--- config.mk ---
export PLATFORM = sky130hd
export DESIGN_NAME = skqt_ctrl
export DESIGN_NICKNAME = d
export VERILOG_FILES = /design/src/design/skqt_pkg.sv /design/src/design/skqt_ctrl.sv
export VERILOG_INCLUDE_DIRS = /design/src /design/src/design
export SDC_FILE = /design/constraint.sdc
export NUM_CORES = 1
export LEC_CHECK = 0
export BUFFER_PORTS_ARGS = -buffer_cell sky130_fd_sc_hd__clkbuf_2
export CORE_UTILIZATION = 30
export CTS_CLUSTER_DIAMETER = 120
export DETAILED_ROUTE_END_ITERATION = 6
export PLACE_DENSITY_LB_ADDON = 0.2
export SKIP_CTS_REPAIR_TIMING = 1
export SYNTH_ARGS = -nofsm -noshare
export SYNTH_HDL_FRONTEND = slang
export SYNTH_SLANG_ARGS = --single-unit
--- constraint.sdc ---
create_clock -name clk -period 5.3 [get_ports clk]
set_input_delay 1.59 -clock clk [delete_from_list [all_inputs] [get_ports clk]]
set_output_delay 1.59 -clock clk [all_outputs]
set_load 0.02 [all_outputs]
--- src/design/sorted_keyed_quantity_table_assert.svh ---
// Assertion macros shared by the sorted key table modules.
`ifndef SORTED_KEYED_QUANTITY_TABLE_ASSERT_SVH
`define SORTED_KEYED_QUANTITY_TABLE_ASSERT_SVH
// Property that must hold at every clock edge out of reset.
`define SKQT_ASSERT(label, prop, msg) \
    label: assert property (@(posedge clk) disable iff (!rst_n) (prop)) else $error(msg);
// Condition that must never be true at a clock edge out of reset.
`define SKQT_NEVER(label, cond, msg) \
    label: assert property (@(posedge clk) disable iff (!rst_n) !(cond)) else $error(msg);
`endif

--- src/design/skqt_pkg.sv ---
// Package of types, codes and sizes for the sorted key table.
`timescale 1ns / 1ps
package skqt_pkg;
    localparam int TableDepth = 64;
    localparam int IdxW = $clog2(TableDepth);
    localparam int CntW = $clog2(TableDepth + 1);

    localparam logic [2:0] ACT_INSERT = 3'd0;
    localparam logic [2:0] ACT_SEARCH = 3'd1;
    localparam logic [2:0] ACT_UPDATE = 3'd2;
    localparam logic [2:0] ACT_LIST   = 3'd3;
    localparam logic [2:0] ACT_ERASE  = 3'd4;

    localparam logic [2:0] ST_OK        = 3'd0;
    localparam logic [2:0] ST_NOT_FOUND = 3'd1;
    localparam logic [2:0] ST_EXISTS    = 3'd2;
    localparam logic [2:0] ST_FULL      = 3'd3;
    localparam logic [2:0] ST_EMPTY     = 3'd4;

    // Sources of the output register.
    localparam logic [1:0] OUT_ENTRY   = 2'd0;
    localparam logic [1:0] OUT_ERROR   = 2'd1;
    localparam logic [1:0] OUT_ITEM    = 2'd2;
    localparam logic [1:0] OUT_UPDATED = 2'd3;

    // Read address relative to the pointer.
    localparam logic [1:0] RD_PTR  = 2'd0;
    localparam logic [1:0] RD_PREV = 2'd1;
    localparam logic [1:0] RD_NEXT = 2'd2;

    // Sources of the data written at the pointer.
    localparam logic [1:0] WR_SHIFT  = 2'd0;
    localparam logic [1:0] WR_ITEM   = 2'd1;
    localparam logic [1:0] WR_UPDATE = 2'd2;

    // Commands from controller to datapath.
    typedef struct packed {
        logic       load;      // capture the input item
        logic       ptr_clr;   // pointer to the lowest entry
        logic       ptr_top;   // pointer to the entry count
        logic       ptr_inc;
        logic       ptr_dec;
        logic       pos_save;  // remember the pointer as the insert position
        logic [1:0] rd_sel;
        logic       do_write;  // write at the pointer
        logic [1:0] wr_sel;
        logic       out_load;  // load output register
        logic [1:0] out_sel;
        logic [2:0] out_status;
        logic       out_last;
        logic       cnt_inc;
        logic       cnt_dec;
    } skqt_cmd_t;

    typedef struct packed {
        logic       scan_end;  // pointer == count
        logic       key_less;  // read key below item key
        logic       key_eq;    // read key equals item key
        logic       full;
        logic       empty;
        logic       at_last;   // pointer + 1 == count
        logic       at_pos;    // pointer == saved insert position
        logic       out_free;  // output register may be loaded
        logic [2:0] action;
    } skqt_stat_t;
endpackage

--- src/design/skqt_ctrl.sv ---
// Controller state machine sequencing scan, shift and report steps.
`timescale 1ns / 1ps
module skqt_ctrl (
    input  logic                 clk,
    input  logic                 rst_n,
    input  logic                 in_valid,
    output logic                 in_ready,
    input  skqt_pkg::skqt_stat_t stat,
    output skqt_pkg::skqt_cmd_t  cmd
);
    import skqt_pkg::*;
    `include "sorted_keyed_quantity_table_assert.svh"

    typedef enum logic [9:0] {
        S_IDLE   = 10'b00_0000_0001,
        S_DISP   = 10'b00_0000_0010,
        S_RD     = 10'b00_0000_0100,
        S_CMP    = 10'b00_0000_1000,
        S_INS    = 10'b00_0001_0000,
        S_INS_WR = 10'b00_0010_0000,
        S_ERS    = 10'b00_0100_0000,
        S_ERS_WR = 10'b00_1000_0000,
        S_LRD    = 10'b01_0000_0000,
        S_LPUT   = 10'b10_0000_0000
    } state_t;

    state_t state_reg, state_next;
    logic   hit;

    assign in_ready = (state_reg == S_IDLE);
    assign hit = !stat.scan_end && stat.key_eq;

    // A scan reads each stored entry in S_RD and compares it in S_CMP.
    // Insert shifts from the top down to the saved position, erase from the
    // hit upward, one entry per read and write pair.
    always_comb
    begin
        cmd = '0;
        state_next = state_reg;
        unique case (state_reg)
            S_IDLE:
                if (in_valid)
                begin
                    cmd.load = 1'b1;
                    state_next = S_DISP;
                end
            S_DISP:
                if (stat.action > ACT_ERASE)
                    state_next = S_IDLE;
                else if (stat.action == ACT_INSERT && stat.full)
                begin
                    if (stat.out_free)
                    begin
                        cmd.out_load = 1'b1;
                        cmd.out_sel = OUT_ERROR;
                        cmd.out_status = ST_FULL;
                        cmd.out_last = 1'b1;
                        state_next = S_IDLE;
                    end
                end
                else if (stat.action == ACT_LIST && stat.empty)
                begin
                    if (stat.out_free)
                    begin
                        cmd.out_load = 1'b1;
                        cmd.out_sel = OUT_ERROR;
                        cmd.out_status = ST_EMPTY;
                        cmd.out_last = 1'b1;
                        state_next = S_IDLE;
                    end
                end
                else
                begin
                    cmd.ptr_clr = 1'b1;
                    state_next = (stat.action == ACT_LIST) ? S_LRD : S_RD;
                end
            S_RD:
                state_next = S_CMP;
            S_CMP:
                if (!stat.scan_end && stat.key_less)
                begin
                    cmd.ptr_inc = 1'b1;
                    state_next = S_RD;
                end
                else if (stat.action == ACT_INSERT)
                begin
                    if (hit)
                    begin
                        if (stat.out_free)
                        begin
                            cmd.out_load = 1'b1;
                            cmd.out_sel = OUT_ERROR;
                            cmd.out_status = ST_EXISTS;
                            cmd.out_last = 1'b1;
                            state_next = S_IDLE;
                        end
                    end
                    else
                    begin
                        cmd.pos_save = 1'b1;
                        cmd.ptr_top = 1'b1;
                        state_next = S_INS;
                    end
                end
                else if (!hit)
                begin
                    if (stat.out_free)
                    begin
                        cmd.out_load = 1'b1;
                        cmd.out_sel = OUT_ERROR;
                        cmd.out_status = ST_NOT_FOUND;
                        cmd.out_last = 1'b1;
                        state_next = S_IDLE;
                    end
                end
                else if (stat.out_free)
                begin
                    cmd.out_load = 1'b1;
                    cmd.out_status = ST_OK;
                    cmd.out_last = 1'b1;
                    cmd.out_sel = OUT_ENTRY;
                    state_next = S_IDLE;
                    if (stat.action == ACT_UPDATE)
                    begin
                        cmd.out_sel = OUT_UPDATED;
                        cmd.do_write = 1'b1;
                        cmd.wr_sel = WR_UPDATE;
                    end
                    else if (stat.action == ACT_ERASE)
                        state_next = S_ERS;
                end
            S_INS:
                if (stat.at_pos)
                begin
                    if (stat.out_free)
                    begin
                        cmd.do_write = 1'b1;
                        cmd.wr_sel = WR_ITEM;
                        cmd.out_load = 1'b1;
                        cmd.out_sel = OUT_ITEM;
                        cmd.out_status = ST_OK;
                        cmd.out_last = 1'b1;
                        cmd.cnt_inc = 1'b1;
                        state_next = S_IDLE;
                    end
                end
                else
                begin
                    cmd.rd_sel = RD_PREV;
                    state_next = S_INS_WR;
                end
            S_INS_WR:
            begin
                cmd.do_write = 1'b1;
                cmd.wr_sel = WR_SHIFT;
                cmd.ptr_dec = 1'b1;
                state_next = S_INS;
            end
            S_ERS:
                if (stat.at_last)
                begin
                    cmd.cnt_dec = 1'b1;
                    state_next = S_IDLE;
                end
                else
                begin
                    cmd.rd_sel = RD_NEXT;
                    state_next = S_ERS_WR;
                end
            S_ERS_WR:
            begin
                cmd.do_write = 1'b1;
                cmd.wr_sel = WR_SHIFT;
                cmd.ptr_inc = 1'b1;
                state_next = S_ERS;
            end
            S_LRD:
                state_next = S_LPUT;
            S_LPUT:
                if (stat.out_free)
                begin
                    cmd.out_load = 1'b1;
                    cmd.out_sel = OUT_ENTRY;
                    cmd.out_status = ST_OK;
                    cmd.out_last = stat.at_last;
                    cmd.ptr_inc = 1'b1;
                    state_next = stat.at_last ? S_IDLE : S_LRD;
                end
            default:
                state_next = S_IDLE;
        endcase
    end

    always_ff @(posedge clk or negedge rst_n)
    begin
        if (!rst_n)
            state_reg <= S_IDLE;
        else
            state_reg <= state_next;
    end

    `SKQT_ASSERT(a_onehot, $onehot(state_reg), "state not one-hot")
    `SKQT_ASSERT(a_load_valid, cmd.load |-> in_valid, "item loaded without valid")
    `SKQT_NEVER(a_cnt_both, cmd.cnt_inc && cmd.cnt_dec, "count up and down")
endmodule

==> results.md <==
* Status: completed
* Asr flop ratio synth at between 90% and 100%
* Layout cells sized above 1 at between 20% and 30%
* RSZ-0062 raised after global routing: no
* Largest family of logic cells by synthesized area: simple AND/OR/NAND/NOR gates
* Post-Syn Nets at 164
* Slew @ Worst Pin at 475.3 ps
* Number of antenna diodes at 0
* Compound-gate portion of the synthesized area at a little under a quarter
* DP Cell Count at about 220
* Initial antenna violation count at 0
* Global routing's busiest layer: met2
* IO buf count at 34
* CTS tree: built
* Filler cell count at 392
* Clk pin slew, worst setup/hold paths at ~50 ps
* Detail Route Antenna Nets at 0
* Max IR drop VDD at 0.1116 mV
* Prevailing post-synth register cell: dfrtp_1
* Hold depth at 3
* Worst Hold Path EP: state_reg[5]$_DFFE_PN0P_
* Mapped Area at 1137 um^2
* Worst skew pair latency at approximately 240 ps
* Via-to-Cell Ratio at 5.531
* Wire per inst at about 15 um
* Top cells by area, synth: dfrtp_1 (20%), nor2_1 (6.6%), nor3_1 (4.8%)
* Arrival time worst endpoint at between 2000 and 3000 ps
* Worst min path class: flip-flop to flip-flop
* Layout Skew at just under 5 ps
* # nets final at 195
* Met2 GRT Util at 29.52%
* CP endpoint kind: output pin
* Largest register FFs at 10
* Crit Path Category: input port to output pin
* H-tree depth at 1
* R2r endpoint: state_reg[1]$_DFFE_PN0P_
* Final setup violation count at 0
* Fin crit share at 84.35%
* TritonCTS Buffers at 3
* Multiplexer area fraction after synthesis at 0%
* Starting DRC count in detailed routing at 44
* Total gr overflow at 0
* DR DRC count at 0
* Lkg Pwr at just over 0.0006 uW
* Met3 Use GR at 1.268%
* Fmax at around 220 MHz
* Syn avg cell area at ~7.6 um^2
* Seq/Total Area, Yosys at between 20 and 25%
* Vias in the first global route at approximately 1,200
* Final wirelength at approximately 3300 um
* Yosys cell types at 55
* Initial core utilization at 31.07%
* Die span in x at 63.57 um
* HPWL Detailed at about 2700 um
* Register-to-Register Path Depth at 5
* Simple-gate share of the synthesized area at between 40% and 50%
* CTS sink count at 10
* Setup TNS at 0 ps
* Reg2reg start: state_reg[1]$_DFFE_PN0P_
* Synth Instances at 150
* Share of the synthesized area in the top cell type at 19.80%
* Slew Limit Fails at 0
* Hold path startpoint: state_reg[7]$_DFFE_PN0P_
* Crit path max fanout at 7
* CTS Root Cell: clkbuf_8
* Die ar. at slightly above 4000 um^2
* Power per Cell Area at roughly 300 nW/um^2
* XOR/XNOR share of the synthesized area at roughly 3.1%
* Slew headroom at 68.07%
* Gpl congestion at slightly above 0.9
* Setup slack, reg-to-reg at around 3200 ps
* Core ar. at between 3000 and 4000 um^2
* MaxCap Viol Count at 0
* Post-synth EDFFs at 0
* Period minus WS final at between 4000 and 5000 ps
* Final core utilization at 37.18%
* Synth Warn # at 0
* Worst Setup Start Kind: input port
* Synth area leader: dfrtp_1
* DRT Pass-1 Iters at 4
* Adder-cell share of the synthesized area at 0%
* Met1 Usage GRT at between 20% and 30%
* Final Hold Viols at 0
* First-pass GRT wire length at between 5000 and 6000 um
* Final std cells w/o fill at 228
* Routed vias at about 1,300
* #FFs+latches synth at 10
* Die Y at 63.57 um
* Rows at 22
* Largest net degree at the start of global routing at 13
* Area of the multi-input gates at between 800 and 900 um^2
* Area growth syn-to-layout at 19.69%
* Total GRT Usage at 17.78%
* Worst-case clock buffer depth at 2
* IO Pins at 35
* Storage element area at 251.5 um^2
* CP Data Required Time at between 3000 and 4000 ps
==> worst max-delay path, cell delays in order <==
cell and delay (ps):
clkbuf_2 130, or3_1 450, nor3_1 450, clkbuf_2 260
==> layout make-up <==
| type | instances | area share [%] |
|---|---|---|
| timing repair buffer | 34 | 12.50 |
| tap | 48 | 4.412 |
| clock buffer | 4 | 3.309 |
| sequential | 10 | 18.47 |
| inverter | 7 | 1.930 |
| multi-input combinational | 125 | 59.37 |
==> cells in the final DEF, fill, tap and decap left out, types with 2 or more instances in the layout <==
master,count
nor3b_1,3
xor2_1,3
nor4b_1,2
nor4b_2,2
a22oi_1,2
nand2b_1,4
nor3_1,11
clkbuf_2,34
inv_1,6
nor2_1,20
nor4_4,2
nand2_1,12
o21ai_0,7
nand3_1,5
a32oi_1,2
dfrtp_1,9
or3_1,2
a21o_1,2
o211ai_1,2
nor2b_1,2
and2_1,4
a21oi_1,7
and3_1,3
clkbuf_8,3
o21a_1,3
==> metal layers <==
| metal | wire (um) | share of wire [%] | up-vias |
|---|---|---|---|
| met5 | 0 | 0 | - |
| met4 | 39 | 1.2 | 0 |
| met3 | 146 | 4.4 | 4 |
| met2 | 1535 | 46 | 44 |
| met1 | 1626 | 49 | 602 |
| li1 | - | - | 611 |
==> power by group <==
part | switching (uW) | total [uW] | leakage [uW] | internal [uW]
logic | 113 | 197 | 0.000452 | 84.1
clock network | 30.4 | 83.2 | 0.0000228 | 52.7
registers | 32.7 | 124 | 0.000135 | 91.4
==> per-stage QoR <==
| stage | setup slack (ps) | hold WS, ps | total power, uW | instance area [um^2] |
|---|---|---|---|---|
| 3_3_place_gp | 887.0 | 680.2 | 316.3 | 1316 |
| 5_1_grt | 711.6 | 773.7 | 434.4 | 1361 |
| 4_1_cts | 842.9 | 702.0 | 406.6 | 1361 |
| 3_5_place_dp | 845.7 | 695.6 | 323.9 | 1316 |
| 2_1_floorplan | 816.8 | 632.3 | 274.6 | 1137 |
| 6_report | 829.2 | 716.2 | 404.7 | 1361 |
==> cells by family after synthesis <==
kind of cell	count (synthesis)
flops	10
simple gates	84
xor+xnor	4
compound gates	37
buf+inv	15
==> synthesized netlist by cell type, types with 3 or more instances <==
master	count
nor2_1	20
nand2_1	12
nor3_1	11
dfrtp_1	9
a21oi_1	7
o21ai_0	7
inv_1	6
nand3_1	5
and2_1	4
nand2b_1	4
and3_1	3
nor3b_1	3
o21a_1	3
xor2_1	3
==> worst max path at each step <==
| stage | depth (start not counted) | endpoint | start |
|---|---|---|---|
| 2_1_floorplan | 3 | cmd[17] | stat[2] |
| 3_3_place_gp | 7 | cmd[2] | stat[2] |
| 3_5_place_dp | 7 | cmd[2] | stat[2] |
| 4_1_cts | 7 | cmd[2] | stat[2] |
| 5_1_grt | 7 | cmd[2] | stat[2] |
| 6_report | 4 | cmd[17] | stat[2] |
(Power assumes the default switching activity.)
